$ cat config.mk
export PLATFORM = sky130hd
export DESIGN_NAME = rkh_cfg_regs
export DESIGN_NICKNAME = d
export VERILOG_FILES = /design/src/rolling_kmer_hash_sampler_defines.svh /design/src/rkh_pkg.sv /design/src/rkh_cfg_regs.sv
export SDC_FILE = /design/constraint.sdc
export NUM_CORES = 1
export LEC_CHECK = 0
export ABC_AREA = 1
export BUFFER_PORTS_ARGS = -buffer_cell sky130_fd_sc_hd__buf_2
export CORE_MARGIN = 2
export CORE_UTILIZATION = 40
export CTS_CLUSTER_SIZE = 24
export DETAILED_ROUTE_END_ITERATION = 10
export PLACE_DENSITY = 0.66
export SLEW_MARGIN = 20
export SYNTH_ARGS = -nofsm -noshare
export SYNTH_HDL_FRONTEND = slang
export SYNTH_SLANG_ARGS = --single-unit
$ cat constraint.sdc
create_clock -name clk -period 1.1 [get_ports clk]
set_input_delay 0.11 -clock clk [delete_from_list [all_inputs] [get_ports clk]]
set_output_delay 0.11 -clock clk [all_outputs]
set_load 0.01 [all_outputs]
$ cat src/rolling_kmer_hash_sampler_defines.svh
// assertion macros shared by the rolling k-mer hash sampler rtl
// no dependencies; included by the modules that carry checks
`ifndef ROLLING_KMER_HASH_SAMPLER_DEFINES_SVH
`define ROLLING_KMER_HASH_SAMPLER_DEFINES_SVH

`ifndef SYNTHESIS

`define RKH_ASSERT_IMP(lbl, ck, rn, ante, cons) \
  lbl: assert property (@(posedge ck) disable iff (!rn) (ante) |-> (cons)) \
    else $error("rolling kmer hash sampler check failed");

`define RKH_ASSERT_NXT(lbl, ck, rn, ante, cons) \
  lbl: assert property (@(posedge ck) disable iff (!rn) (ante) |=> (cons)) \
    else $error("rolling kmer hash sampler check failed");

`else

`define RKH_ASSERT_IMP(lbl, ck, rn, ante, cons)

`define RKH_ASSERT_NXT(lbl, ck, rn, ante, cons)

`endif

`endif

$ cat src/rkh_pkg.sv
// types, constants and helper functions of the rolling k-mer hash sampler
// no dependencies
`default_nettype none

package rkh_pkg;

  localparam int SEQ_W      = 8;
  localparam int HASH_W     = 32;
  localparam int IDX_W      = 11;
  localparam int KLEN_W     = 7;
  localparam int CFG_IDX_W  = 3;
  localparam int CFG_DATA_W = 64;

  typedef enum logic [CFG_IDX_W-1:0] {
    REG_KMER_LENGTH = 3'd0,
    REG_SAMPLE_THR  = 3'd1,
    REG_MIX_SEED    = 3'd2,
    REG_REJECT_LC   = 3'd3,
    REG_MULT_ONE    = 3'd4,
    REG_MULT_TWO    = 3'd5
  } reg_idx_t;

  localparam logic [KLEN_W-1:0] RST_KMER_LENGTH = 7'd17;
  localparam logic [31:0]       RST_SAMPLE_THR  = 32'h0FFF_FFFF;
  localparam logic [63:0]       RST_MIX_SEED    = 64'd42;
  localparam logic [63:0]       RST_MULT_ONE    = 64'hFF51_AFD7_ED55_8CCD;
  localparam logic [63:0]       RST_MULT_TWO    = 64'hC4CE_B9FE_1A85_EC53;

  localparam logic [63:0] SEED_TABLE [4] = '{
    64'h3c8b_f4f5_3c8b_f4f5,
    64'h04c9_03a7_04c9_03a7,
    64'h2b81_04c9_2b81_04c9,
    64'h2e06_00d3_fd09_e083
  };

  localparam logic [SEQ_W-1:0] CH_UP_A = 8'h41;
  localparam logic [SEQ_W-1:0] CH_UP_C = 8'h43;
  localparam logic [SEQ_W-1:0] CH_UP_G = 8'h47;
  localparam logic [SEQ_W-1:0] CH_UP_T = 8'h54;
  localparam logic [SEQ_W-1:0] CH_LO_A = 8'h61;
  localparam logic [SEQ_W-1:0] CH_LO_C = 8'h63;
  localparam logic [SEQ_W-1:0] CH_LO_G = 8'h67;
  localparam logic [SEQ_W-1:0] CH_LO_T = 8'h74;

  typedef struct packed {
    logic [KLEN_W-1:0] kmer_length;
    logic [31:0]       sample_threshold;
    logic [63:0]       mix_seed;
    logic              reject_lowercase;
    logic [63:0]       mult_one;
    logic [63:0]       mult_two;
  } cfg_t;

  typedef enum logic [1:0] {
    MUL_LL = 2'd0,
    MUL_LH = 2'd1,
    MUL_HL = 2'd2
  } mul_part_t;

  typedef enum logic [2:0] {
    ST_IDLE   = 3'd0,
    ST_ROLL   = 3'd1,
    ST_CANON  = 3'd2,
    ST_MUL_LL = 3'd3,
    ST_MUL_LH = 3'd4,
    ST_MUL_HL = 3'd5,
    ST_XS     = 3'd6,
    ST_FIN    = 3'd7
  } state_t;

  typedef struct packed {
    logic      load;
    logic      roll;
    logic      canon;
    logic      mul_en;
    mul_part_t part;
    logic      mul_second;
    logic      xs;
    logic      fin;
  } ctrl_cmd_t;

  typedef struct packed {
    logic kmer_ok;
    logic out_blocked;
  } dp_status_t;

  typedef struct packed {
    logic       valid;
    logic [1:0] code;
  } base_t;

  function automatic base_t base_decode(input logic [SEQ_W-1:0] ch, input logic reject_lc);
    base_t d;
    d.valid = 1'b1;
    d.code  = 2'd0;
    unique case (ch)
      CH_UP_A: d.code = 2'd0;
      CH_UP_C: d.code = 2'd1;
      CH_UP_G: d.code = 2'd2;
      CH_UP_T: d.code = 2'd3;
      CH_LO_A: begin d.code = 2'd0; d.valid = !reject_lc; end
      CH_LO_C: begin d.code = 2'd1; d.valid = !reject_lc; end
      CH_LO_G: begin d.code = 2'd2; d.valid = !reject_lc; end
      CH_LO_T: begin d.code = 2'd3; d.valid = !reject_lc; end
      default: d.valid = 1'b0;
    endcase
    return d;
  endfunction

  function automatic logic [63:0] rotl64(input logic [63:0] v, input logic [5:0] amt);
    logic [127:0] d;
    d = {v, v} << amt;
    return d[127:64];
  endfunction

endpackage

`default_nettype wire

$ cat src/rkh_cfg_regs.sv
// configuration register bank with write-only port
// depends on rkh_pkg
`default_nettype none

module rkh_cfg_regs import rkh_pkg::*; (
  input  wire logic                  clk,
  input  wire logic                  rst_n,
  input  wire logic                  cfg_we,
  input  wire logic [CFG_IDX_W-1:0]  cfg_index,
  input  wire logic [CFG_DATA_W-1:0] cfg_wdata,
  output cfg_t                       cfg
);

  cfg_t cfg_r;
  cfg_t cfg_nxt;

  always_comb begin
    cfg_nxt = cfg_r;
    if (cfg_we) begin
      unique case (cfg_index)
        REG_KMER_LENGTH: cfg_nxt.kmer_length      = cfg_wdata[KLEN_W-1:0];
        REG_SAMPLE_THR:  cfg_nxt.sample_threshold = cfg_wdata[31:0];
        REG_MIX_SEED:    cfg_nxt.mix_seed         = cfg_wdata;
        REG_REJECT_LC:   cfg_nxt.reject_lowercase = cfg_wdata[0];
        REG_MULT_ONE:    cfg_nxt.mult_one         = cfg_wdata;
        REG_MULT_TWO:    cfg_nxt.mult_two         = cfg_wdata;
        default: ;
      endcase
    end
  end

  always_ff @(posedge clk) begin
    if (!rst_n) begin
      cfg_r.kmer_length      <= RST_KMER_LENGTH;
      cfg_r.sample_threshold <= RST_SAMPLE_THR;
      cfg_r.mix_seed         <= RST_MIX_SEED;
      cfg_r.reject_lowercase <= 1'b0;
      cfg_r.mult_one         <= RST_MULT_ONE;
      cfg_r.mult_two         <= RST_MULT_TWO;
    end else begin
      cfg_r <= cfg_nxt;
    end
  end

  assign cfg = cfg_r;

endmodule

`default_nettype wire

* Word-level counts from Yosys, hierarchy flattened
Cells that the tools add are included.
Word-level totals: input bits 70, logic and storage cells 18, register bits 232, output and inout port bits 232
Cells by class: equal/unequal tests 5, reductions and logical operators 7
Operators with widths (count):
- $reduce_and A2 Y1 | 6
- $eq A3 B2 Y1 const B | 2
- $eq A3 B3 Y1 const B | 2
- $eq A3 B1 Y1 const B | 1
- $logic_not A3 Y1 | 1

* Logic depth before layout (Yosys ltp)
Gate-level depths: netlist (run 1).
depth after elaboration 2, depth in mapped cells 7

* Worst setup path before layout (run 1)
Ideal clock, no wire load.
path kind in2reg, start point in rst_n, end point reg cfg_r, in the netlist cfg[100], stages on the path 4, arrival 871 ps, slack 99 ps, setup time 130 ps, buffers on the path 3, required time 970 ps, cell sequence buf_2 -> clkbuf_1 -> clkbuf_1 -> nand3_1
RTL lines:
- start, declared | RTL line rkh_cfg_regs.sv:7 | input wire logic rst_n,
- end signal, assigned | RTL line rkh_cfg_regs.sv:41 | cfg_r <= cfg_nxt;
- end, declared | RTL line rkh_cfg_regs.sv:14 | cfg_t cfg_r;
No word-level cell between the ends.

* Worst setup path in the final report (run 1)
start point reg cfg_r, in the netlist cfg[10], end point out cfg[10] (netlist bit)
RTL lines:
- end, declared | RTL line rkh_cfg_regs.sv:11 | output cfg_t cfg
No word-level cell between the ends.

==> results of run 1 <==
-- worst min-delay path, cell delays in order --
cell and delay (ps):
buf_2 120, nor2_4 70, nand2_1 110, nand2_1 70
nand3_1 60
-- final cells by class --
class | instances | area share, %
Clock inverter | 3 | 0.297
Clock buffer | 41 | 5.53
Sequential cell | 232 | 36.5
Timing Repair Buffer | 404 | 27.2
Tap cell | 280 | 2.60
Inverter | 70 | 1.95
Multi-Input combinational cell | 839 | 26.0
-- Yosys cell counts --
library cell / instances
nand2_1: 351
nor2_2: 3
nor2_1: 248
inv_1: 67
clkbuf_1: 21
nand2_2: 1
a21oi_1: 1
buf_2: 48
nor2_4: 3
buf_1: 12
nand3_1: 232
inv_2: 3
dfxtp_1: 232
-- metal layers --
layer	track usage (%)	share of wire (%)
met4	9.97	4.2
met5	0	0
met2	40.2	48
met3	5.33	6.9
met1	29.9	41
-- per-stage QoR --
step | power [W] | worst slack [ps] | hold WS [ps]
2_1_floorplan | 0.0101 | 99.1 | 223
3_5_place_dp | 0.0110 | -100 | 328
3_3_place_gp | 0.0109 | -64.0 | 329
4_1_cts | 0.0194 | 0.0865 | 48.2
5_1_grt | 0.0202 | -14.7 | 78.0
6_report | 0.0194 | 17.2 | 65.1
-- power by group through the flow --
stage / clock network (W) / registers, W / logic [W]
after floorplan: 0 / 0.00917 / 0.000883
after global placement: 0 / 0.00902 / 0.00191
after detailed placement: 0 / 0.00903 / 0.00193
after CTS: 0.00828 / 0.00890 / 0.00220
after global routing: 0.00862 / 0.00899 / 0.00257
final: 0.00809 / 0.00896 / 0.00236
-- worst paths after layout --
kind,start,slack [ps],to,cells past startpoint
worst max-delay path,cfg[10],20,cfg[10],1
worst min-delay path,cfg_index[2],70,cfg[132],5
worst max register to register,cfg[2],380,cfg[2],3
worst min register to register,cfg[38],450,cfg[38],2
-- cells by family (layout without fill, tap and decap cells) --
logic type | after synthesis | in the layout | synth area share (%)
AND/OR/NAND/NOR | 838 | 838 | 39.7
flip-flops | 232 | 232 | 53.1
buffers and inverters | 151 | 518 | 7.17
AO/OA/AOI/OAI | 1 | 1 | 0.0572
-- timing repair --
item / 4_1_cts / 5_1_grt
hold buffers: 65 / 0
buffers inserted: 1 / 2
endpoints found under the setup margin: 158 / 178
hold endpoints to repair: 218 / 0
resized for setup: 205 / 195
==> impl_summary.md, run 1 <==
STA
The final critical path time including I/O delays and setup is 1080 ps. For this run, the top clock speed supported by timing is 0.924 GHz. The actual transition at the worst max-transition pin is 267 ps.

The setup TNS after final layout is 0 ps. The total setup violations reported at the end of the flow is 0. The hold violation total from the final report is 0.

Setup repair after global routing could not meet its margin everywhere. The count of final max-slew check failures is 0. The final clock skew is 0 ps. The final critical-path share of the clock period is 98.4%. Headroom to the max-slew limit came out at 82.2%.

Cells and area
The share of layout cells above drive strength 1 is 38.2%. Leaving out fill and tap cells, the most frequent cells in the layout are nand2_1 (349), nor2_1 (246), nand3_1 (232), dfxtp_2 (220), buf_6 (157). The count of filler cells inserted in the layout is 1827. The commonest non-fill, non-tap cell in the layout is nand2_1. After routing the design area is 0.0135 mm^2. The post-route non-filler standard cell count is 1869. Compared with the post-synthesis result, the final layout area differs by 54.3%.

In the final layout, flip-flops and latches occupy 0.00492 mm^2. The repair_antennas step left the layout with diodes totalling 0. The register with the most flip-flops in the layout has 232 of them. The utilization after layout is 62.4%. The area used by multi-input combinational logic is 0.00350 mm^2. The layout net count is 1642.

Clock tree
The CTS H-tree depth is 1. The number of clock sinks seen by CTS is 232. No sink is reached through more buffers than the 3 on the longest clock path. Clock latency on the worst-skew pair, taken at its later pin, is 510 ps. The clock buffer count from CTS is 25. The clock-pin slew on the worst setup and hold paths is 60 ps. TritonCTS built the clock tree.

The master cell of the clock root buffer is clkbuf_16.

GRT
The initial antenna violation count is 1. The global route total overflow is 0. The via count of the first global-routing pass is 8721.

The maximum number of pins on one net before global-route repair is 58. Global routing used 24.0% of the available tracks across all layers. The first global-routing pass estimated 45.9 mm of wire.

Yosys
The synthesized design devotes to its leading area cell type 53.1% of total area. The average cell area after synthesis is 7.16 um^2. After technology mapping, the gate count stands at 1222. Synthesis inferred 232 register bits. The dominant cell type by area after synthesis is dfxtp_1.

The number of warnings printed during yosys synthesis is 0. The share of the Yosys chip area taken by registers is 53.1%. In the post-synthesis netlist, the biggest area contributors are dfxtp_1 (53%), nand2_1 (15%), nand3_1 (13%), nor2_1 (11%), inv_1 (2.9%). After synthesis the cells add up to 0.00874 mm^2.

Yosys mapped the design onto 13 distinct sky130hd cell types. The net count of the mapped netlist is 1292.

Placed design
Detailed placement finished with a half-perimeter wire length of 18.8 mm. At the end of routability-driven placement, the weighted congestion stood at 0.845. The cell area reported after detailed placement is 0.0108 mm^2. The total of buffers placed on input and output ports is 301. Counting tap cells, the placed design contains a total of 1757 instances.

Floorplanning
The initial utilization of the core area, before any placement, comes to 40.4%. Pin placement for this block handled 302 I/O pins. The core region is 0.0216 mm^2. The die covers 0.0231 mm^2. The row count is 54. The floorplan step set the die width to 152 um. The vertical die dimension is 152 um.

Worst setup path
The worst setup path is of the flop to output pin kind. The number of buffer and inverter instances along the worst setup path is 1. The signal on the critical path passes through buf_6. The data required time of the critical path is 990 ps. The cell with the largest stage delay on the worst path is dfxtp_2. In this design, the stage delay of the slowest critical-path cell is 350 ps. The dominant delay contributor by cell family on the critical path is flip-flops.

The worst setup path is launched from a flop. The kind of end point of the critical path is an output pin. The maximum net fanout on the critical path is 2. The signal arrival time at the worst endpoint is 970 ps.

Route
The number of nets with antenna violations after routing is 0. The via count normalized by instance count is 4.85. Summing over every cut layer, the via total after detailed routing is 9067. The per-cell routed wire length is 16.0 um. After detailed routing, the number of remaining DRC violations is 0.

The first detailed-routing pass ran for 5 iterations. Wires add up to 29.9 mm. The number of design-rule violations left by the first detailed-router iteration is 482.

Power
Per report_power, the combinational group accounts for 12.1% of the total. The register share of total power is 46.2%. Of the total power, the share spent switching nets is 24.4%.

Dividing total power by cell area gives a power density of 1440 mW/mm^2. The clock network fraction of total power is 41.7%. In this run the static leakage power is 6.44 nW. Across the VDD grid, the largest voltage drop is 0.000946 V. The internal power of the cells is 0.0147 W. Summed over all nets, the switching power comes to 0.00474 W.

Min path
The tightest min-delay check is of the input port to flop type.

Status
The run finished with clean final reports.

Flow run
Max-cap violations in this run came to 0.
Power figures use the tool's default switching activity.
==> inputs of run 2 (changes only) <==
- BUFFER_PORTS_ARGS: -buffer_cell sky130_fd_sc_hd__buf_2 -> not set
- DONT_BUFFER_PORTS: not set -> 1
- PLACE_DENSITY: 0.66 -> not set
==> run 2 against run 1 <==
The run now ends with negative hold slack left. Setup slack worse by 5.9 ps. Sequential share of layout area is 3.2 points higher. Via count is 7.7% lower. Cell count is 11% lower. First-iteration DRC count is 15% higher. Combinational power is 31% lower.
==> impl_summary.md, run 2 (same netlist as run 1, synthesis figures left out) <==
Status
The run finished, with violations left. The checks that failed: negative hold slack.

Floorplanning
For this design the top-level I/O count stands at 302. The starting utilization of the core area is 40.4%. The die covers 0.0231 mm^2. The row count is 54. After floorplanning, the core was sized to cover 0.0216 mm^2. The horizontal extent of the die is 152 um. The die is 152 um tall.

Worst setup path
The worst setup path is of the input port to flop kind. By instance count, the cell type seen most on the critical path is dlygate4sd3_1. The depth of the critical timing path with buffers and inverters included is 6.

On the critical path the largest part of the delay comes from buffers and inverters. The largest individual stage delay along the critical path comes from the cell dlygate4sd3_1. The signal on the critical path passes through dlygate4sd3_1 -> inv_2 -> nand3_1 -> nand2_1 -> dlygate4sd3_1 -> nor2_1. The signal arrival time at the worst endpoint is 1500 ps. The number of buffer and inverter instances along the worst setup path is 3. The reg-to-reg critical path startpoint is cfg[177]. The worst setup path is captured at a flop. The worst setup slack for register-to-register paths is 420 ps.

The data required time of the critical path is 1510 ps. The cell depth of the worst flop-to-flop path is 2. Along the worst path, the maximum fanout reaches 3. For this run, the slowest stage of the critical path takes 570 ps. STA classifies the critical path startpoint as an input port. The end of the worst register-to-register path is cfg[177].

GRT
After global routing the overflow that remains totals 0. For this run, the total global-route usage over all layers was measured as 23.0%. The initial antenna violation count is 0.

The via count of the first global-routing pass is 8243. The wire length of the first global-routing pass is 43.9 mm. Entering global routing, the biggest net connects 233 pins.

Route
The per-cell routed wire length is 16.8 um. The pre-antenna-repair detailed-routing pass consisted of 4 iterations. The number of nets with antenna violations after routing is 0. The number of design-rule violations left by the first detailed-router iteration is 553. The detailed router placed 8367 vias in this run. The detailed-route DRC error count is 0. The total wire length is 27.8 mm. In the routed layout, each cell is associated on average with a via count of 5.05.

Flow run
The max-capacitance violation count is 0.

Placed design
Summed over all nets, the half-perimeter wirelength after detailed placement is 16.7 mm. The congestion estimate from routability-driven global placement came to 0.763. The cell area reported after detailed placement is 0.00914 mm^2. The total placed cells including tap cells is 1446. During placement, the flow inserted port buffers numbering 0.

Min path
The class of the worst hold path is input port to flop. The terminating pin of the worst hold path is cfg[15]. Counting instances, the worst hold path has a depth of 1. The launch point of the worst hold path is rst_n.

STA
The final critical-path share of the clock period is 99.0%. Setup violations remaining at the end of the flow were counted as 0. The count of final max-slew check failures was 0.

Counting I/O delays and the setup requirement, the final critical path takes 1090 ps. The worst relative slew slack is 48.2%. For the pin with the worst max-slew slack, the measured transition is 778 ps.

Hold timing on the final database bottoms out at a slack of -316 ps. In the final timing run, aggregate negative setup slack is 0 ps. Between clock sinks in the finished design, the worst skew comes to 0 ps. Setup repair after global routing could not meet its margin everywhere. The hold violation total from the final report is 88. The highest clock rate is 0.919 GHz.

Cells and area
The post-route netlist has 7.34% of its cells at a drive strength greater than 1. The post-route non-filler standard cell count is 1656. The layout has 2053 filler cells. Leaving out fill and tap cells, the most frequent cell in the layout is nand2_1. 0 antenna diodes ended up in the layout. The register with the most flip-flops in the layout has 232 of them. In the layout the commonest cells are nand2_1 (349), nor2_1 (246), nand3_1 (232), dfxtp_1 (229), dlygate4sd3_1 (137). In the final layout, flip-flops and latches occupy 0.00465 mm^2. The layout net count is 1426. The finished cells cover 0.0117 mm^2.

In the final layout, the multi-input gates occupy 0.00350 mm^2. The synthesis-to-finish area growth is 34.1%.

Power
The leakage component of the power is 5.50 nW. Dividing total power by cell area gives a power density of 1680 mW/mm^2. Across the VDD grid, the largest voltage drop is 0.00108 V.

Clock tree
The clock buffer count from CTS is 26. The tree built by TritonCTS fans out to 232 sinks. Post-CTS timing repair inserted 0 buffers for setup. Clock-pin slew was measured on the worst setup and hold paths at 60 ps. At the later pin of the worst-skew pair, clock insertion delay measures 520 ps. No sink is reached through more buffers than the 3 on the longest clock path.

The clock tree from TritonCTS is built. In this run the number of H-tree levels came out at 1. The cell sitting at the root of the clock tree is a clkbuf_16.
-- run 2: cell types whose count changed in the layout (fill, tap and decap cells not counted), moves of 4 or more --
| cell | previous run | this run |
|---|---|---|
| dlygate4sd3_1 | 65 | 137 |
| inv_1 | 67 | 48 |
| dfxtp_1 | 12 | 229 |
| buf_2 | 141 | 0 |
| inv_2 | 3 | 22 |
| dfxtp_2 | 220 | 3 |
| buf_6 | 157 | 1 |
| buf_12 | 19 | 15 |
| buf_4 | 22 | 8 |
| dlymetal6s4s_1 | 0 | 25 |
-- run 2: power breakdown --
group / internal, W / switching (W) / leakage, nW
combinational: 0.000825 / 0.000820 / 3.17
sequential: 0.00871 / 0.000375 / 1.89
clock: 0.00549 / 0.00344 / 0.435
-- run 2: area by class of cell --
class / count / share of cell area, %
Clock inverter: 9 / 1.10
Multi-Input combinational cell: 839 / 29.9
Inverter: 70 / 2.24
Timing Repair Buffer: 187 / 17.7
Sequential cell: 232 / 39.6
Clock buffer: 39 / 6.49
Tap cell: 280 / 2.99
-- run 2: worst reg2reg max path, cell delays in order, from the launching register on --
cell and delay, ps:
dfxtp_1 430, nor2_1 80, nor2_1 110
-- run 2: metrics by stage --
stage | utilization, % | total power [W] | worst slack [ps]
after floorplan | - | 0.0101 | 99.1
after global placement | 42.3 | 0.0103 | 9.96
after detailed placement | 42.3 | 0.0103 | -34.7
after CTS | 53.1 | 0.0197 | 4.76
after global routing | 54.2 | 0.0204 | -1.43
final | 54.2 | 0.0197 | 11.3
-- run 2: routing by layer --
layer / GRT usage (%) / share of wire, % / vias to the layer above
met5: 0 / 0 / -
met3: 6.79 / 8.5 / 68
li1: - / - / 4074
met4: 8.86 / 4.1 / 0
met2: 38.7 / 46 / 323
met1: 28.0 / 41 / 3902
-- run 2: what timing repair did --
action,4_1_cts,5_1_grt
hold buffers,145,21
endpoints found under the hold margin,232,131
resized for setup,3,47
setup endpoints to repair,2,62
pin swaps,0,1
-- run 2: worst max path at each step --
stage / start / to / slack [ps]
floorplan: rst_n / cfg[100] / 100
global placement: cfg_index[2] / cfg[97] / 10
detailed placement: cfg_index[2] / cfg[94] / -30
CTS: cfg[3] / cfg[3] / 5
global route: cfg_index[2] / cfg[7] / -1
finish: cfg_wdata[29] / cfg[222] / 10
==> inputs of run 3 (changes only) <==
- clock period: 1.1 -> 1.25 ns (I/O delays scaled with it)
==> run 3 against run 2 <==
The flow now finishes without violations. Combinational power decreased by 6%. Critical endpoint is now cfg[47]. Die area stayed put. Critical path type is now flop to flop. Non-clock buffer count grew 76. Via count grew 4.4%. Clock power is 21% lower. Worst hold slack gained 350 ps. Critical path depth down 3. Sequential share of layout area fell by 1.9 points. Routed wire length up 4.5%.
==> impl_summary.md, run 3 (same netlist as run 1, synthesis figures left out) <==
Floorplanning
The die covers 0.0231 mm^2. The horizontal extent of the die is 152 um. The vertical die dimension is 152 um. In this run the count of I/O pins placed on the die edge is 302.

The initialized floorplan defines 54 standard-cell rows. The core footprint is 0.0216 mm^2. The starting utilization of the core area is 40.4%.

Clock tree
The maximum count of clock buffers along a single path is 3. CTS built an H-tree with a depth of 1. CTS saw 232 sinks. The count of buffers added by post-CTS timing repair for setup is 0. TritonCTS built the clock tree. The latest clock arrival within the worst-skew pair is 510 ps. The clock buffer count from CTS is 25. The tree is rooted in a clkbuf_16. After clock tree synthesis, the clock-pin slew on the worst setup and hold paths is 60 ps.

Power
Combinational logic is responsible for 9.3% of the overall power. The peak ir drop on the vdd network is 0.00114 V. In this run the static leakage power is 5.33 nW.

The register share of total power is 48.1%. For this design the ratio of total power to cell area is 1350 mW/mm^2. The clock network is responsible for 42.6% of the overall power. Summed over all nets, the switching power comes to 0.00407 W.

The internal power of the cells is 0.0126 W. Net switching is 24.5% of the power.

Route
The routed layout has 8731 vias. The total wire length is 29.0 mm. The detail route stage leaves a number of antenna-violating nets equal to 0. The per-cell routed wire length is 16.8 um. In the routed design, unresolved DRC markers number 0.

The via count normalized by instance count is 5.05. The number of detailed-route iterations in the first pass is 5. In this run, the number of DRC markers left after iteration 0 of detailed routing was 555.

Worst setup path
The data required time of the critical path is 1650 ps. The worst setup path category is flop to flop. STA classifies the critical path endpoint as a flop. STA classifies the critical path startpoint as a flop. The maximum net fanout on the critical path is 2. For the worst setup path, the data arrival time is 1620 ps.

Cells and area
The number of flip-flops in the largest register is 232. After the last flow step, the layout net total stands at 1501. After filler insertion, the fill cell instance count of the layout stands at 2010. Relative to the synthesized area, the layout overhead comes to 40.9%. For this run, the number of standard cells in the final layout without fillers is 1730. The combined flip-flop and latch cell area is 0.00465 mm^2. The library cell used most frequently in the layout, excluding fill and tap cells, is nand2_1. In the final layout, the share of cells above drive strength 1 is 5.66%. The top cell types in the final layout, fill and taps aside, are nand2_1 (349), nor2_1 (246), dlygate4sd3_1 (235), nand3_1 (232), dfxtp_1 (231). Summing all multi-input logic gate instances after layout gives 0.00351 mm^2.

Flow run
Across the run, the number of max-cap violations was 0.

STA
Adding up every negative setup slack in the final design gives 0 ps. Setup repair after global routing left no endpoint under its margin. The count of final max-slew check failures is 0. At the pin with the least slew margin, the transition time is 372 ps. The worst relative slew slack is 75.2%. Of the available clock period, the critical path in the final layout requires 97.5%. The hold violation total from the final report is 0.

Clock skew on the completed layout was measured at 0 ps. Setup violations remaining at the end of the flow were counted as 0. For this run, the top clock speed supported by timing is 0.820 GHz.

The final critical path time including I/O delays and setup is 1220 ps.

Placed design
The final HPWL from detailed placement is 16.6 mm. Counting tap cells, the placed design contains a total of 1445 instances. Buffers placed on the I/O ports in this run total 0. Routability-driven placement finished with a final weighted congestion of 0.769.

GRT
The initial antenna violation count came to 1. The via count of the first global-routing pass came to 8731. Entering global routing, the biggest net connects 178 pins. The global route total overflow is 0. The wire length of the first global-routing pass is 46.8 mm. Global routing consumed, over all layers together, 24.6% of the routing resources.

Status
The run finished with clean final reports.

Min path
The class of the worst hold path is input port to flop.
## run 3: cell types whose count changed in the layout (fill, tap and decap cells not counted), sizes merged
cell,change
diode,+1
dlymetal6s4s,-23
buf,+1
inv,+1
dlygate4sd3,+98
clkinv,+1
clkbuf,-1
clkinvlp,-1
bufinv,-3
## run 3: worst paths after layout
path                                   start        to  slack (ps)  depth (start not counted)
worst max-delay path                 cfg[47]   cfg[47]          30                          3
worst min-delay path            cfg_index[0]  cfg[184]          40                          5
worst max register to register       cfg[47]   cfg[47]          30                          3
worst min register to register      cfg[168]  cfg[168]         530                          2
## run 3: area by class of cell
type,instances,area share (%)
Clock buffer,38,6.04
Antenna cell,1,0.0203
Clock inverter,7,0.345
Sequential cell,232,37.7
Tap cell,280,2.84
Inverter,70,2.13
Timing Repair Buffer,263,22.5
Multi-Input combinational cell,839,28.5
## run 3: power groups by stage
stage               clock (W)  sequential [W]  combinational (W)
finish                0.00708         0.00800            0.00154
global route          0.00754         0.00802            0.00172
CTS                   0.00720         0.00800            0.00151
detailed placement          0         0.00816           0.000915
global placement            0         0.00816           0.000898
floorplan                   0         0.00807           0.000777
## run 3: what timing repair did
item	4_1_cts	5_1_grt
hold endpoints to repair	232	0
setup endpoints to repair	0	15
hold buffers	239	0
resized for setup	0	5
## run 3: metal layers
metal	track usage, %	part of all wire [%]	vias to the layer above
li1	-	-	4226
met1	29.4	40	4082
met2	41.1	48	348
met3	7.62	8.9	75
met4	9.97	3.9	0
met5	0	0	-
## run 3: critical path, stage by stage (launching register included)
cell,delay [ps]
dfxtp_1,350
nand2_1,90
nand3_1,70
dlygate4sd3_1,590
## run 3: per-stage QoR
step / util, % / power [W] / setup WS [ps] / hold slack (ps) / cell area [um^2]
after floorplan: - / 0.00885 / 234 / 238 / 8740
after CTS: 56.9 / 0.0167 / 25.4 / 20.3 / 12300
after detailed placement: 42.1 / 0.00907 / 194 / 228 / 9100
after global placement: 42.1 / 0.00906 / 213 / 224 / 9100
after global routing: 57.0 / 0.0173 / 3.05 / 36.9 / 12300
final: 57.0 / 0.0166 / 30.8 / 38.5 / 12300
