$ cat src/rolling_kmer_hash_sampler_defines.svh
// assertion macros shared by the rolling k-mer hash sampler rtl
// no dependencies; included by the modules that carry checks
`ifndef ROLLING_KMER_HASH_SAMPLER_DEFINES_SVH
`define ROLLING_KMER_HASH_SAMPLER_DEFINES_SVH

`ifndef SYNTHESIS

`define RKH_ASSERT_IMP(lbl, ck, rn, ante, cons) \
  lbl: assert property (@(posedge ck) disable iff (!rn) (ante) |-> (cons)) \
    else $error("rolling kmer hash sampler check failed");

`define RKH_ASSERT_NXT(lbl, ck, rn, ante, cons) \
  lbl: assert property (@(posedge ck) disable iff (!rn) (ante) |=> (cons)) \
    else $error("rolling kmer hash sampler check failed");

`else

`define RKH_ASSERT_IMP(lbl, ck, rn, ante, cons)

`define RKH_ASSERT_NXT(lbl, ck, rn, ante, cons)

`endif

`endif

$ cat src/rkh_pkg.sv
// types, constants and helper functions of the rolling k-mer hash sampler
// no dependencies
`default_nettype none

package rkh_pkg;

  localparam int SEQ_W      = 8;
  localparam int HASH_W     = 32;
  localparam int IDX_W      = 11;
  localparam int KLEN_W     = 7;
  localparam int CFG_IDX_W  = 3;
  localparam int CFG_DATA_W = 64;

  typedef enum logic [CFG_IDX_W-1:0] {
    REG_KMER_LENGTH = 3'd0,
    REG_SAMPLE_THR  = 3'd1,
    REG_MIX_SEED    = 3'd2,
    REG_REJECT_LC   = 3'd3,
    REG_MULT_ONE    = 3'd4,
    REG_MULT_TWO    = 3'd5
  } reg_idx_t;

  localparam logic [KLEN_W-1:0] RST_KMER_LENGTH = 7'd17;
  localparam logic [31:0]       RST_SAMPLE_THR  = 32'h0FFF_FFFF;
  localparam logic [63:0]       RST_MIX_SEED    = 64'd42;
  localparam logic [63:0]       RST_MULT_ONE    = 64'hFF51_AFD7_ED55_8CCD;
  localparam logic [63:0]       RST_MULT_TWO    = 64'hC4CE_B9FE_1A85_EC53;

  localparam logic [63:0] SEED_TABLE [4] = '{
    64'h3c8b_f4f5_3c8b_f4f5,
    64'h04c9_03a7_04c9_03a7,
    64'h2b81_04c9_2b81_04c9,
    64'h2e06_00d3_fd09_e083
  };

  localparam logic [SEQ_W-1:0] CH_UP_A = 8'h41;
  localparam logic [SEQ_W-1:0] CH_UP_C = 8'h43;
  localparam logic [SEQ_W-1:0] CH_UP_G = 8'h47;
  localparam logic [SEQ_W-1:0] CH_UP_T = 8'h54;
  localparam logic [SEQ_W-1:0] CH_LO_A = 8'h61;
  localparam logic [SEQ_W-1:0] CH_LO_C = 8'h63;
  localparam logic [SEQ_W-1:0] CH_LO_G = 8'h67;
  localparam logic [SEQ_W-1:0] CH_LO_T = 8'h74;

  typedef struct packed {
    logic [KLEN_W-1:0] kmer_length;
    logic [31:0]       sample_threshold;
    logic [63:0]       mix_seed;
    logic              reject_lowercase;
    logic [63:0]       mult_one;
    logic [63:0]       mult_two;
  } cfg_t;

  typedef enum logic [1:0] {
    MUL_LL = 2'd0,
    MUL_LH = 2'd1,
    MUL_HL = 2'd2
  } mul_part_t;

  typedef enum logic [2:0] {
    ST_IDLE   = 3'd0,
    ST_ROLL   = 3'd1,
    ST_CANON  = 3'd2,
    ST_MUL_LL = 3'd3,
    ST_MUL_LH = 3'd4,
    ST_MUL_HL = 3'd5,
    ST_XS     = 3'd6,
    ST_FIN    = 3'd7
  } state_t;

  typedef struct packed {
    logic      load;
    logic      roll;
    logic      canon;
    logic      mul_en;
    mul_part_t part;
    logic      mul_second;
    logic      xs;
    logic      fin;
  } ctrl_cmd_t;

  typedef struct packed {
    logic kmer_ok;
    logic out_blocked;
  } dp_status_t;

  typedef struct packed {
    logic       valid;
    logic [1:0] code;
  } base_t;

  function automatic base_t base_decode(input logic [SEQ_W-1:0] ch, input logic reject_lc);
    base_t d;
    d.valid = 1'b1;
    d.code  = 2'd0;
    unique case (ch)
      CH_UP_A: d.code = 2'd0;
      CH_UP_C: d.code = 2'd1;
      CH_UP_G: d.code = 2'd2;
      CH_UP_T: d.code = 2'd3;
      CH_LO_A: begin d.code = 2'd0; d.valid = !reject_lc; end
      CH_LO_C: begin d.code = 2'd1; d.valid = !reject_lc; end
      CH_LO_G: begin d.code = 2'd2; d.valid = !reject_lc; end
      CH_LO_T: begin d.code = 2'd3; d.valid = !reject_lc; end
      default: d.valid = 1'b0;
    endcase
    return d;
  endfunction

  function automatic logic [63:0] rotl64(input logic [63:0] v, input logic [5:0] amt);
    logic [127:0] d;
    d = {v, v} << amt;
    return d[127:64];
  endfunction

endpackage

`default_nettype wire

$ cat src/rkh_ctrl.sv
// controller state machine: sequences roll, canonical mix and two multiplies
// depends on rkh_pkg and rolling_kmer_hash_sampler_defines.svh
`default_nettype none
`include "rolling_kmer_hash_sampler_defines.svh"

module rkh_ctrl import rkh_pkg::*; (
  input  wire logic       clk,
  input  wire logic       rst_n,
  input  wire logic       in_valid,
  output logic            in_ready,
  input  wire dp_status_t status,
  output ctrl_cmd_t       cmd
);

  state_t state_r;
  state_t state_nxt;
  logic   pass2_r;
  logic   pass2_nxt;

  always_ff @(posedge clk) begin
    if (!rst_n) begin
      state_r <= ST_IDLE;
      pass2_r <= 1'b0;
    end else begin
      state_r <= state_nxt;
      pass2_r <= pass2_nxt;
    end
  end

  always_comb begin
    state_nxt      = state_r;
    pass2_nxt      = pass2_r;
    in_ready       = 1'b0;
    cmd            = '0;
    cmd.part       = MUL_LL;
    cmd.mul_second = pass2_r;
    unique case (state_r)
      ST_IDLE: begin
        in_ready = 1'b1;
        if (in_valid) begin
          cmd.load  = 1'b1;
          state_nxt = ST_ROLL;
        end
      end
      ST_ROLL: begin
        cmd.roll  = 1'b1;
        state_nxt = status.kmer_ok ? ST_CANON : ST_IDLE;
      end
      ST_CANON: begin
        cmd.canon = 1'b1;
        pass2_nxt = 1'b0;
        state_nxt = ST_MUL_LL;
      end
      ST_MUL_LL: begin
        cmd.mul_en = 1'b1;
        cmd.part   = MUL_LL;
        state_nxt  = ST_MUL_LH;
      end
      ST_MUL_LH: begin
        cmd.mul_en = 1'b1;
        cmd.part   = MUL_LH;
        state_nxt  = ST_MUL_HL;
      end
      ST_MUL_HL: begin
        cmd.mul_en = 1'b1;
        cmd.part   = MUL_HL;
        state_nxt  = pass2_r ? ST_FIN : ST_XS;
      end
      ST_XS: begin
        cmd.xs    = 1'b1;
        pass2_nxt = 1'b1;
        state_nxt = ST_MUL_LL;
      end
      ST_FIN: begin
        if (!status.out_blocked) begin
          cmd.fin   = 1'b1;
          state_nxt = ST_IDLE;
        end
      end
      default: state_nxt = ST_IDLE;
    endcase
  end

  `RKH_ASSERT_NXT(a_load_then_roll, clk, rst_n, cmd.load, state_r == ST_ROLL)
  `RKH_ASSERT_IMP(a_fin_after_two_mults, clk, rst_n, state_r == ST_FIN, pass2_r)
  `RKH_ASSERT_NXT(a_xs_starts_second, clk, rst_n, state_r == ST_XS, state_r == ST_MUL_LL && pass2_r)

endmodule

`default_nettype wire

$ cat config.mk
export PLATFORM = sky130hd
export DESIGN_NAME = rkh_ctrl
export DESIGN_NICKNAME = d
export VERILOG_FILES = /design/src/rkh_pkg.sv /design/src/rkh_ctrl.sv
export VERILOG_INCLUDE_DIRS = /design/src /design/src/src
export SDC_FILE = /design/constraint.sdc
export NUM_CORES = 1
export LEC_CHECK = 0
export ABC_CLOCK_PERIOD_IN_PS = 2400
export BUFFER_PORTS_ARGS = -buffer_cell sky130_fd_sc_hd__buf_2
export CAP_MARGIN = 15
export CELL_PAD_IN_SITES_DETAIL_PLACEMENT = 1
export CELL_PAD_IN_SITES_GLOBAL_PLACEMENT = 2
export CORE_MARGIN = 8
export CORE_UTILIZATION = 23
export DETAILED_ROUTE_END_ITERATION = 10
export PLACE_DENSITY = 0.76
export REMOVE_ABC_BUFFERS = 1
export SLEW_MARGIN = 15
export SYNTH_ARGS = -nofsm -noshare
export SYNTH_HDL_FRONTEND = slang
export SYNTH_SLANG_ARGS = --single-unit
$ cat constraint.sdc
create_clock -name clk -period 2.4 [get_ports clk]
set_input_delay 0 -clock clk [delete_from_list [all_inputs] [get_ports clk]]
set_output_delay 0 -clock clk [all_outputs]
set_load 0.02 [all_outputs]
* After elaboration in Yosys (flattened, before gate mapping)
Index checks and enable logic that the tools add are counted.
W data, S select, Z words.
** Storage, ports and cells
- Memories :: 0
- Register bits :: 4
- Input bits :: 5
- Output and inout bits :: 10
- Word-level logic and storage cells :: 30
- Memory bits (read-only) :: 0
- RAM bits :: 0
- Latch bits :: 0
** Operators by class
- Add/sub/neg operators :: 0
- Order comparisons :: 0
- Muxes and demuxes :: 15
- Eq/ne operators :: 9
- Bitwise operators :: 0
- Divide/modulo/power cells :: 0
- Shifts and indexed selects :: 0
- Reduce and logical (&&, ||, !) cells :: 4
- Multipliers :: 0
** Operators with widths (number)
- $pmux W3 S7 :: 1
- $eq A3 B3 Y1 const B :: 4
- $mux W1 :: 9
- $pmux W3 S3 :: 1
- $eq A3 B2 Y1 const B :: 2
- $mux W3 :: 2
- $ne A2 B2 Y1 const B :: 2
- $eq A3 B1 Y1 const B :: 1
- $logic_not A3 Y1 :: 1
- $mux W2 :: 1
- $pmux W1 S2 :: 1
- $reduce_and A2 Y1 :: 1
- $reduce_bool A2 Y1 :: 1
- $reduce_or A2 Y1 :: 1

* Longest topological paths before layout
Gate-level depths: netlist (run 1).
- Depth in word-level cells :: 3
- Gate-level depth with buffers :: 4
- Depth with buffers taken out :: 3

* Worst setup path before layout (run 1)
No wires, ideal clock.
- Path type :: reg-to-reg
- Start point :: register state_r[1]
- End point :: register state_r[1]
- Arrival time :: 1014 ps
- Setup slack :: 1264 ps
- Cell stages (with the launch flop) :: 5
- Data required time :: 2278 ps
- Setup time :: 122 ps
- Clock period less this slack :: 1136 ps
- Buffers on the path :: 1
- Cell sequence :: dfxtp_1 buf_6 nor3_2 nand2b_1 o311a_1
** Between the ends
- Word-level cells in the longest chain between the ends :: 3
- Elaborated cells on any way between the ends :: 13
- Classes of those cells :: eq/ne: 9; mux: 1; reduce/logical: 3
** RTL lines
- from (decl) :: line rkh_ctrl.sv:15 : state_t state_r;
- from (signal assigned) :: line rkh_ctrl.sv:25 : state_r <= state_nxt;
- $eq A3 B3 Y1, or another cell as far along :: line rkh_ctrl.sv:37 : unique case (state_r)
- $reduce_or A2 Y1 (no source line) or $ne A2 B2 Y1 (tied branches)
- $pmux W3 S7 or $reduce_and A2 Y1 (tied branches)
Parallel ways exist; a longest one is shown, timed or not.
A chain may end at the register's enable or synchronous reset.

==> impl_summary.txt, run 1 <==
----------------------------------------------------
[Route]
  Aggregate routed wire length ... slightly below 800 um
  Vias per Instance ... 4.618
  Initial detailed-routing violation count ... 2
  Remaining antenna violation count ... 0
  Pre-antenna DRT Iters ... 2
  Total DRC errors in the routed layout ... 0
  Vias after detailed routing ... 314
  Average detailed-routed wire length per instance ... ~12 um

[Floorplanning]
  Die Area ... 2796 sq um
  Chip width ... 52.88 um
  CORE AREA ... 1285 sq um
  Row cnt ... 13
  Num ports ... 15
  Height of the die ... 52.88 um
  Starting density of the core ... 24.34%

[Synth]
  Syn Inst Count ... 41
  Share of synthesized area occupied by flip-flops and latches ... 25.60%
  Area of the mapped netlist ... about 310 sq um
  Distinct cell type count of the synthesized netlist ... 23
  Area share of the leading cell type in the synthesized netlist ... 25.60%
  Most area-hungry cell type in the Yosys netlist ... dfxtp_1
  Largest family of logic cells by synthesized area ... simple AND/OR/NAND/NOR gates
  Number of synthesized register bits ... 4
  Fraction of the mapped netlist area in simple logic gates ... approximately 40%
  Syn avg cell area ... 7.629 sq um
  Share of the synthesized netlist area taken by xor and xnor gates ... 0%
  Yosys synthesis warning count ... 0
  Most area-consuming cells after synthesis ... dfxtp_1 (26%), buf_4 (7.2%), buf_6 (7.2%)
  Adder-cell share of the synthesized area ... 0%
  Share of cell area taken by muxes after synthesis ... 0%
  Compound-gate portion of the synthesized area ... 17.60%

[CTS]
  Cts hold-fix bufs ... 0
  Cells resized by post-CTS repair ... 0
  TritonCTS clock tree ... done
  Number of CTS-inserted buffers ... 3
  Clock tree root driver cell ... clkbuf_4
  Buffers inserted by post-CTS timing repair ... 0
  Clock network latency to the later pin of the worst-skew pair ... about 230 ps
  Worst-path clk slew ... 40 ps
  Maximum level of the CTS H-tree ... 1
  Maximum buffer depth of the clock tree ... 2
  Number of clock sinks seen by CTS ... 4

[STA]
  Post-route minimum period ... around 1300 ps
  Period utilization ... 55.02%
  Final Setup Violations ... 0
  Achievable Freq ... around 0.76 GHz
  Setup total negative slack ... 0 ps
  Least-Margin Pin Slew ... 404.6 ps
  Number of max-slew violations in the final report ... 0
  WHS ... 22.62 ps
  Final number of hold-violating endpoints ... 0
  Worst slew margin ... 72.99%
  Worst Skew ... 1.007 ps
  Unrepaired setup endpoints after global routing ... false

[Critical path]
  Reg-to-Reg End ... state_r[1]$_SDFFE_PN0P_
  Setup crit end kind ... primary output
  Required @ worst endpoint ... 2400 ps
  Type of the worst setup path ... register to primary output
  Critical path data arrival time ... 1320 ps
  Worst setup path end ... cmd[5]
  Setup slack, reg-to-reg ... 1200 ps
  Startpoint type of the worst setup path ... register
  Launching element of the worst setup path ... state_r[2]$_SDFFE_PN0P_
  Worst r2r path cells ... 3
  Startpoint of the worst-slack reg-to-reg timing path ... state_r[1]$_SDFFE_PN0P_
  Maximum fanout count along the critical path ... 13

[Global route]
  Maximum number of pins on one net before global-route repair ... 14
  Wire length of the first global-routing pass ... 1.338 mm
  Number of antenna violations at the first check in global routing ... 0
  Grt total ovfl ... 0
  Gr usage total ... 6.521%
  Vias in the first global route ... between 300 and 400

[Cells and area]
  Sequential cell area ... 80.08 sq um
  Layout cells sized above 1 ... between 30 and 40%
  Count of inserted antenna diode cells ... 0
  Count of nets after finishing ... 60
  Number of filler cells placed in the layout ... approximately 170
  Area taken by multi-input logic gates ... 180.2 sq um
  Area added between synthesis and finish ... 21.20%

[Pwr]
  Maximum VDD drop ... 0.1557 mV
  Static leakage power ... 0.2089 nW
  Power per standard cell area ... 613.3 nW/um^2

[Placed design]
  Placer Congestion ... between 0.6 and 0.7
  DPL Wire Length ... roughly 630 um
  Port buffer count ... 14

[Flow run]
  Max-cap viol count ... 0

[Worst hold path]
  Hold/Removal Path Class ... primary input to register

[Run status]
  Run status ... finished clean

----------------------------------------------------
cell usage after synthesis:
cell type / count
nor2_1: 5
nand2_1: 2
and3b_1: 1
o211a_1: 1
a21o_1: 1
a21oi_1: 1
nor3_1: 2
a21boi_1: 1
and3_1: 1
o21ai_1: 2
nor3_2: 1
or2b_1: 1
nor2b_1: 2
nand2b_1: 3
inv_2: 1
inv_1: 1
nor2_2: 1
buf_4: 3
and2_1: 3
o21ai_0: 1
dfxtp_1: 4
buf_6: 2
o311a_1: 1
registers in the layout, indices dropped and copies added (netlist names):
name / flops
state_r: 3
pass2_r: 1
power by group:
part           internal (mW)  switching [mW]
combinational         0.0288          0.0383
clock                 0.0557          0.0235
sequential            0.0722          0.0141
routing by layer:
layer  track usage [%]  vias to the layer above  wire [um]  share of wire [%]
met5                 0                        -          0                  0
met4             5.172                        0         17                2.2
met3             3.361                        2         80                 10
met2             8.984                       11        328                 42
met1             7.302                      142        360                 46
li1                  -                      159          -                  -
layout by cell type (no fill, tap or decap), types with 2 or more instances in the layout:
cell and count:
buf_2 14, nor2_1 5, dfxtp_1 4, nand2b_1 3
and2_1 3, clkbuf_4 3, nand2_1 2, nor3_1 2
nor2b_1 2, o21ai_1 2
how the worst min path moves through the flow:
stage	start	to	slack (ps)	cells past startpoint
final	rst_n	pass2_r$_SDFFE_PN0P_	20	2
after global routing	rst_n	pass2_r$_SDFFE_PN0P_	30	2
after CTS	rst_n	state_r[2]$_SDFFE_PN0P_	20	2
after detailed placement	rst_n	pass2_r$_SDFFE_PN0P_	260	2
after global placement	rst_n	pass2_r$_SDFFE_PN0P_	260	2
after floorplan	rst_n	pass2_r$_SDFFE_PN0P_	120	1
logic make-up (layout without fill, tap and decap cells):
kind of cell	after synthesis	after routing
AO/OA/AOI/OAI	8	8
buffers and inverters	7	19
flip-flops	4	4
AND/OR/NAND/NOR	22	22
metrics by stage:
stage / setup slack (ps) / power [mW] / cell area, sq um / util, % / std cells
2_1_floorplan: 1257 / 0.1299 / 267.8 / - / 36
3_3_place_gp: 1223 / 0.1551 / 356.6 / 27.75 / 65
3_5_place_dp: 1211 / 0.1562 / 356.6 / 27.75 / 65
4_1_cts: 1039 / 0.2376 / 379.1 / 29.50 / 68
5_1_grt: 967.8 / 0.2548 / 379.1 / 29.50 / 68
6_report: 1079 / 0.2325 / 379.1 / 29.50 / 68
critical path, cell delays in order, from the launching register on:
cell and delay (ps):
dfxtp_1 560, or2b_1 280, o21ai_0 70, buf_2 190
final cells by class:
| cell class | instances | area share (%) |
|---|---|---|
| Clock buffer | 3 | 5.941 |
| Inverter | 2 | 1.980 |
| Multi-Input combinational cell | 30 | 47.52 |
| Sequential cell | 4 | 21.12 |
| Tap cell | 15 | 4.950 |
| Timing Repair Buffer | 14 | 18.48 |
(Power assumes the default switching activity.)
==> run 2, diff against run 1 <==
--- a/config.mk
+++ b/config.mk
@@ -6,15 +6,16 @@
 export SDC_FILE = /design/constraint.sdc
 export NUM_CORES = 1
 export LEC_CHECK = 0
-export ABC_CLOCK_PERIOD_IN_PS = 2400
+export ABC_CLOCK_PERIOD_IN_PS = 1300
 export BUFFER_PORTS_ARGS = -buffer_cell sky130_fd_sc_hd__buf_2
 export CAP_MARGIN = 15
 export CELL_PAD_IN_SITES_DETAIL_PLACEMENT = 1
 export CELL_PAD_IN_SITES_GLOBAL_PLACEMENT = 2
+export CORE_ASPECT_RATIO = 1.1
 export CORE_MARGIN = 8
-export CORE_UTILIZATION = 23
+export CORE_UTILIZATION = 21
 export DETAILED_ROUTE_END_ITERATION = 10
-export PLACE_DENSITY = 0.76
+export PLACE_DENSITY = 0.7
 export REMOVE_ABC_BUFFERS = 1
 export SLEW_MARGIN = 15
 export SYNTH_ARGS = -nofsm -noshare
==> constraint.sdc (replaced) <==
create_clock -name clk -period 1.3 [get_ports clk]
set_input_delay 0 -clock clk [delete_from_list [all_inputs] [get_ports clk]]
set_output_delay 0 -clock clk [all_outputs]
set_load 0.02 [all_outputs]
==> impl_summary.txt, run 2 (synthesis gave the netlist of run 1 again) <==
----------------------------------------------------
[Cells and area]
  Largest register FFs ... 3
  Final cell utilization of the core ... roughly 28%
  Post-route insts no fill ... ~70
  Number of filler cells placed in the layout ... 183
  Leading cell type in the layout, fill and taps excluded ... buf_2
  Area taken by multi-input logic gates ... 180.2 sq um
  Count of nets after finishing ... 60
  Largest reg by FF count ... state_r
  Top flop regs ... state_r x3, pass2_r x1
  Count of inserted antenna diode cells ... 0
  Most frequent cells in the layout ... buf_2 (14), nor2_1 (5), nand2b_1 (3), and2_1 (3), clkbuf_4 (3)
  Layout cells sized above 1 ... 41.51%
  Sequential cell area ... 82.58 sq um
  Area added between synthesis and finish ... 22.40%

[Route]
  Initial detailed-routing violation count ... 2
  Aggregate routed wire length ... 789 um
  Pre-antenna DRT Iters ... 2
  Vias after detailed routing ... 302
  Remaining antenna violation count ... 0
  Vias per Instance ... 4.377
  Total DRC errors in the routed layout ... 0
  Average detailed-routed wire length per instance ... 11.43 um

[Floorplanning]
  Chip width ... 52.80 um
  Height of the die ... 56.48 um
  Starting density of the core ... 22.60%
  Die Area ... 2982 sq um
  CORE AREA ... 1384 sq um
  Row cnt ... 14
  Num ports ... 15

[STA]
  Period utilization ... around nine tenths
  Achievable Freq ... 0.8395 GHz
  Post-route minimum period ... 1191 ps
  Worst Skew ... 0.8535 ps
  Final Setup Violations ... 0
  Number of max-slew violations in the final report ... 0
  Worst slew margin ... 77.43%
  Final number of hold-violating endpoints ... 0
  Unrepaired setup endpoints after global routing ... false
  Least-Margin Pin Slew ... 338.1 ps
  Setup total negative slack ... 0 ps

[Pwr]
  Int Power ... 0.2908 mW
  Net switching fraction of the power ... 32.92%
  Net switching power of the design ... between 0.1 and 0.15 mW
  Power per standard cell area ... 1132 nW/um^2
  Part of the power in combinational logic ... between 20% and 30%
  Reg power frac ... a little under two fifths
  Power share of the clock group ... 34.4%
  Static leakage power ... approximately 0.21 nW
  Maximum VDD drop ... 0.2723 mV

[Flow run]
  Max-cap viol count ... 0

[CTS]
  Clock network latency to the later pin of the worst-skew pair ... 230 ps
  Number of CTS-inserted buffers ... 3
  TritonCTS clock tree ... done
  Buffers inserted by post-CTS timing repair ... 0
  Number of clock sinks seen by CTS ... 4
  Worst-path clk slew ... 40 ps
  Maximum buffer depth of the clock tree ... 2
  Clock tree root driver cell ... clkbuf_4
  Maximum level of the CTS H-tree ... 1

[Placed design]
  Instance count after placement with tap cells included ... 66
  Port buffer count ... 14
  Placer Congestion ... between 0.7 and 0.8
  DPL Wire Length ... 636.4 um

[Critical path]
  Worst r2r path cells ... 3
  Startpoint type of the worst setup path ... register
  Required @ worst endpoint ... about 1300 ps
  Type of the worst setup path ... register to primary output
  Setup crit end kind ... primary output
  Critical path data arrival time ... 1190 ps
  Maximum fanout count along the critical path ... 13

[Global route]
  Number of antenna violations at the first check in global routing ... 0
  Grt total ovfl ... 0
  Maximum number of pins on one net before global-route repair ... 14
  Vias in the first global route ... 314
  Gr usage total ... 5.790%
  Wire length of the first global-routing pass ... 1.331 mm

[Worst hold path]
  Hold/Removal Path Class ... primary input to register
  Min-Delay Path Depth ... 2

[Run status]
  Run status ... finished clean

----------------------------------------------------
## run 2: cell counts in the layout (fill, tap and decap cells not counted)
Identical to the previous run, type by type.
## run 2: routing by layer
layer | vias to the layer above | routed length [um] | GRT usage, %
met5 | - | 0 | 0
met2 | 11 | 344 | 8.054
met1 | 128 | 383 | 7.111
li1 | 161 | - | -
met3 | 2 | 53 | 0.7895
met4 | 0 | 7 | 5.556
## run 2: path summary, 6_finish.rpt
check / to / slack (ps) / from
setup / recovery: cmd[5] / 110 / state_r[2]$_SDFFE_PN0P_
hold / removal: pass2_r$_SDFFE_PN0P_ / 20 / rst_n
setup reg to reg: pass2_r$_SDFFE_PN0P_ / 160 / state_r[0]$_SDFFE_PN0P_
hold reg to reg: pass2_r$_SDFFE_PN0P_ / 590 / pass2_r$_SDFFE_PN0P_
## run 2: what timing repair did
| item | in CTS | in global routing |
|---|---|---|
| hold buffers | 0 | 0 |
| resized for setup | 1 | 1 |
| endpoints found under the setup margin | 1 | 1 |
## run 2: per-stage QoR
step | hold WS (ps) | area [sq um] | power [mW] | worst slack, ps
after floorplan | 121.7 | 267.8 | 0.2398 | 157.4
after global placement | 266.5 | 357.8 | 0.2887 | 107.8
after detailed placement | 260.6 | 357.8 | 0.2886 | 102.9
after CTS | 22.92 | 381.6 | 0.4428 | 54.00
after global routing | 40.22 | 382.9 | 0.4614 | 20.07
final | 24.12 | 382.9 | 0.4335 | 108.8
## run 2: power groups by stage
| stage | Combinational [mW] | Clock (mW) | Sequential, mW |
|---|---|---|---|
| after detailed placement | 0.127 | 0 | 0.161 |
| after CTS | 0.128 | 0.156 | 0.159 |
| after floorplan | 0.0857 | 0 | 0.154 |
| final | 0.124 | 0.149 | 0.160 |
| after global routing | 0.140 | 0.158 | 0.164 |
| after global placement | 0.126 | 0 | 0.162 |
## run 2: cell type report
cell class	instances	share of cell area, %
Clock buffer	3	5.882
Multi-Input combinational cell	30	47.06
Sequential cell	4	21.57
Tap cell	16	5.229
Inverter	2	1.961
Timing Repair Buffer	14	18.30
## run 2: critical path, stage by stage, from the launching register on
cell	delay, ps
dfxtp_2	450
or2b_1	270
o21ai_0	60
buf_2	180
==> run 3, diff against run 2 <==
--- a/config.mk
+++ b/config.mk
@@ -9,14 +9,13 @@
 export ABC_CLOCK_PERIOD_IN_PS = 1300
 export BUFFER_PORTS_ARGS = -buffer_cell sky130_fd_sc_hd__buf_2
 export CAP_MARGIN = 15
-export CELL_PAD_IN_SITES_DETAIL_PLACEMENT = 1
-export CELL_PAD_IN_SITES_GLOBAL_PLACEMENT = 2
-export CORE_ASPECT_RATIO = 1.1
-export CORE_MARGIN = 8
-export CORE_UTILIZATION = 21
+export CORE_AREA = 8 8 45 47
+export CTS_CLUSTER_SIZE = 14
 export DETAILED_ROUTE_END_ITERATION = 10
-export PLACE_DENSITY = 0.7
+export DIE_AREA = 0 0 53 55
+export PLACE_DENSITY = 0.46
 export REMOVE_ABC_BUFFERS = 1
+export SKIP_LAST_GASP = 1
 export SLEW_MARGIN = 15
 export SYNTH_ARGS = -nofsm -noshare
 export SYNTH_HDL_FRONTEND = slang
==> impl_summary.txt, run 3 (synthesis gave the netlist of run 1 again) <==
----------------------------------------------------
[STA]
  Setup slack of the critical path after layout ... between 70 and 80 ps
  Unrepaired setup endpoints after global routing ... false
  Setup total negative slack ... 0 ps
  Achievable Freq ... 0.8174 GHz
  Final Setup Violations ... 0
  Worst slew margin ... 77.73%
  Worst Skew ... 3.269 ps
  Number of max-slew violations in the final report ... 0
  WHS ... 22.70 ps
  Least-Margin Pin Slew ... 333.6 ps
  Final number of hold-violating endpoints ... 0
  Post-route minimum period ... between 1000 and 1500 ps
  Period utilization ... 94.11%

[Cells and area]
  Final cell utilization of the core ... 27.67%
  Count of inserted antenna diode cells ... 0
  Largest reg by FF count ... state_r
  Post-layout instance area ... 382.9 sq um
  Count of nets after finishing ... 60
  Most frequent cells in the layout ... buf_2 (14), nor2_1 (5), nand2b_1 (3), and2_1 (3), clkbuf_4 (3)
  Top flop regs ... state_r x3, pass2_r x1
  Layout cells sized above 1 ... 41.51%
  Area added between synthesis and finish ... 22.40%
  Leading cell type in the layout, fill and taps excluded ... buf_2
  Largest register FFs ... 3
  Number of filler cells placed in the layout ... 154

[Pwr]
  Maximum VDD drop ... 0.4197 mV
  Int Power ... 0.2909 mW
  Part of the power in combinational logic ... 28.6%
  Static leakage power ... 0.2097 nW
  Power share of the clock group ... about a third
  Net switching power of the design ... approximately 0.15 mW
  Power per standard cell area ... 1146 nW/um^2
  Net switching fraction of the power ... 33.69%
  Reg power frac ... 36.6%

[Run status]
  Run status ... finished clean

[Floorplanning]
  Die Area ... approximately 2900 sq um
  Starting density of the core ... 22.60%
  Chip width ... 53 um
  Height of the die ... 55 um
  Num ports ... 15
  Row cnt ... 14
  CORE AREA ... 1384 sq um

[Critical path]
  Required @ worst endpoint ... 1300 ps
  Worst r2r path cells ... 3
  Type of the worst setup path ... register to primary output
  Critical path data arrival time ... between 1000 and 1500 ps
  Setup crit end kind ... primary output
  Startpoint type of the worst setup path ... register
  Maximum fanout count along the critical path ... 13

[Global route]
  Wire length of the first global-routing pass ... 1.221 mm
  Number of antenna violations at the first check in global routing ... 0
  Maximum number of pins on one net before global-route repair ... 14
  Vias in the first global route ... 294
  Grt total ovfl ... 0
  Gr usage total ... 5.738%

[Route]
  Aggregate routed wire length ... around 800 um
  Average detailed-routed wire length per instance ... between 10 and 15 um
  Vias after detailed routing ... 298
  Vias per Instance ... ~4.3
  Initial detailed-routing violation count ... 4
  Pre-antenna DRT Iters ... 6
  Remaining antenna violation count ... 0
  Total DRC errors in the routed layout ... 0

[Worst hold path]
  Min-Delay Path Depth ... 2
  Hold/Removal Path Class ... primary input to register

[CTS]
  Maximum buffer depth of the clock tree ... 2
  Worst-path clk slew ... 40 ps
  TritonCTS clock tree ... done
  Number of CTS-inserted buffers ... 3
  Maximum level of the CTS H-tree ... 1
  Cells resized by post-CTS repair ... 1
  Clock tree root driver cell ... clkbuf_4
  Buffers inserted by post-CTS timing repair ... 0
  Cts hold-fix bufs ... 0
  Clock network latency to the later pin of the worst-skew pair ... 230 ps
  Number of clock sinks seen by CTS ... 4

[Placed design]
  Post-DP Area ... around 360 sq um
  Pre-CTS setup slack ... ~130 ps
  Port buffer count ... 14
  Placer Congestion ... around 0.74
  DPL Wire Length ... 592 um

[Flow run]
  Max-cap viol count ... 0

----------------------------------------------------
## run 3: critical path, stage by stage, from the launching register on
cell and delay [ps]:
dfxtp_2 450, or2b_1 260, o21ai_0 80, buf_2 190
## run 3: routing by layer
layer  global-route usage, %  vias up  share of wire (%)  routed length (um)
met5                       0        -                  0                   0
met4                   6.466        0                  0                   0
met3                   1.604        0                5.8                  45
met2                   9.766        6                 54                 418
met1                   5.167      135                 41                 317
li1                        -      157                  -                   -
## run 3: area by class of cell
cell class	count	area (sq um)	area share, %
inverter	2	7.507	1.961
tap	16	20.02	5.229
multi-input combinational	30	180.2	47.06
timing repair buffer	14	70.07	18.30
clock buffer	3	22.52	5.882
sequential	4	82.58	21.57
## run 3: worst paths after layout
| path | start | end | slack [ps] |
|---|---|---|---|
| setup / recovery | state_r[2]$_SDFFE_PN0P_ | cmd[5] | 80 |
| hold / removal | rst_n | state_r[2]$_SDFFE_PN0P_ | 20 |
| setup reg to reg | state_r[0]$_SDFFE_PN0P_ | pass2_r$_SDFFE_PN0P_ | 170 |
| hold reg to reg | pass2_r$_SDFFE_PN0P_ | pass2_r$_SDFFE_PN0P_ | 580 |
## run 3: power groups by stage
stage                     Clock, mW  Sequential [mW]  Combinational, mW
after CTS                     0.157            0.159              0.128
after detailed placement          0            0.160              0.126
after global routing          0.166            0.163              0.138
final                         0.153            0.161              0.125
after floorplan                   0            0.154             0.0857
after global placement            0            0.161              0.126
## run 3: stage by stage
stage / cells / total power, mW
final: 69 / 0.4387
after global routing: 69 / 0.4670
after CTS: 69 / 0.4433
after detailed placement: 66 / 0.2863
after global placement: 66 / 0.2871
after floorplan: 36 / 0.2398
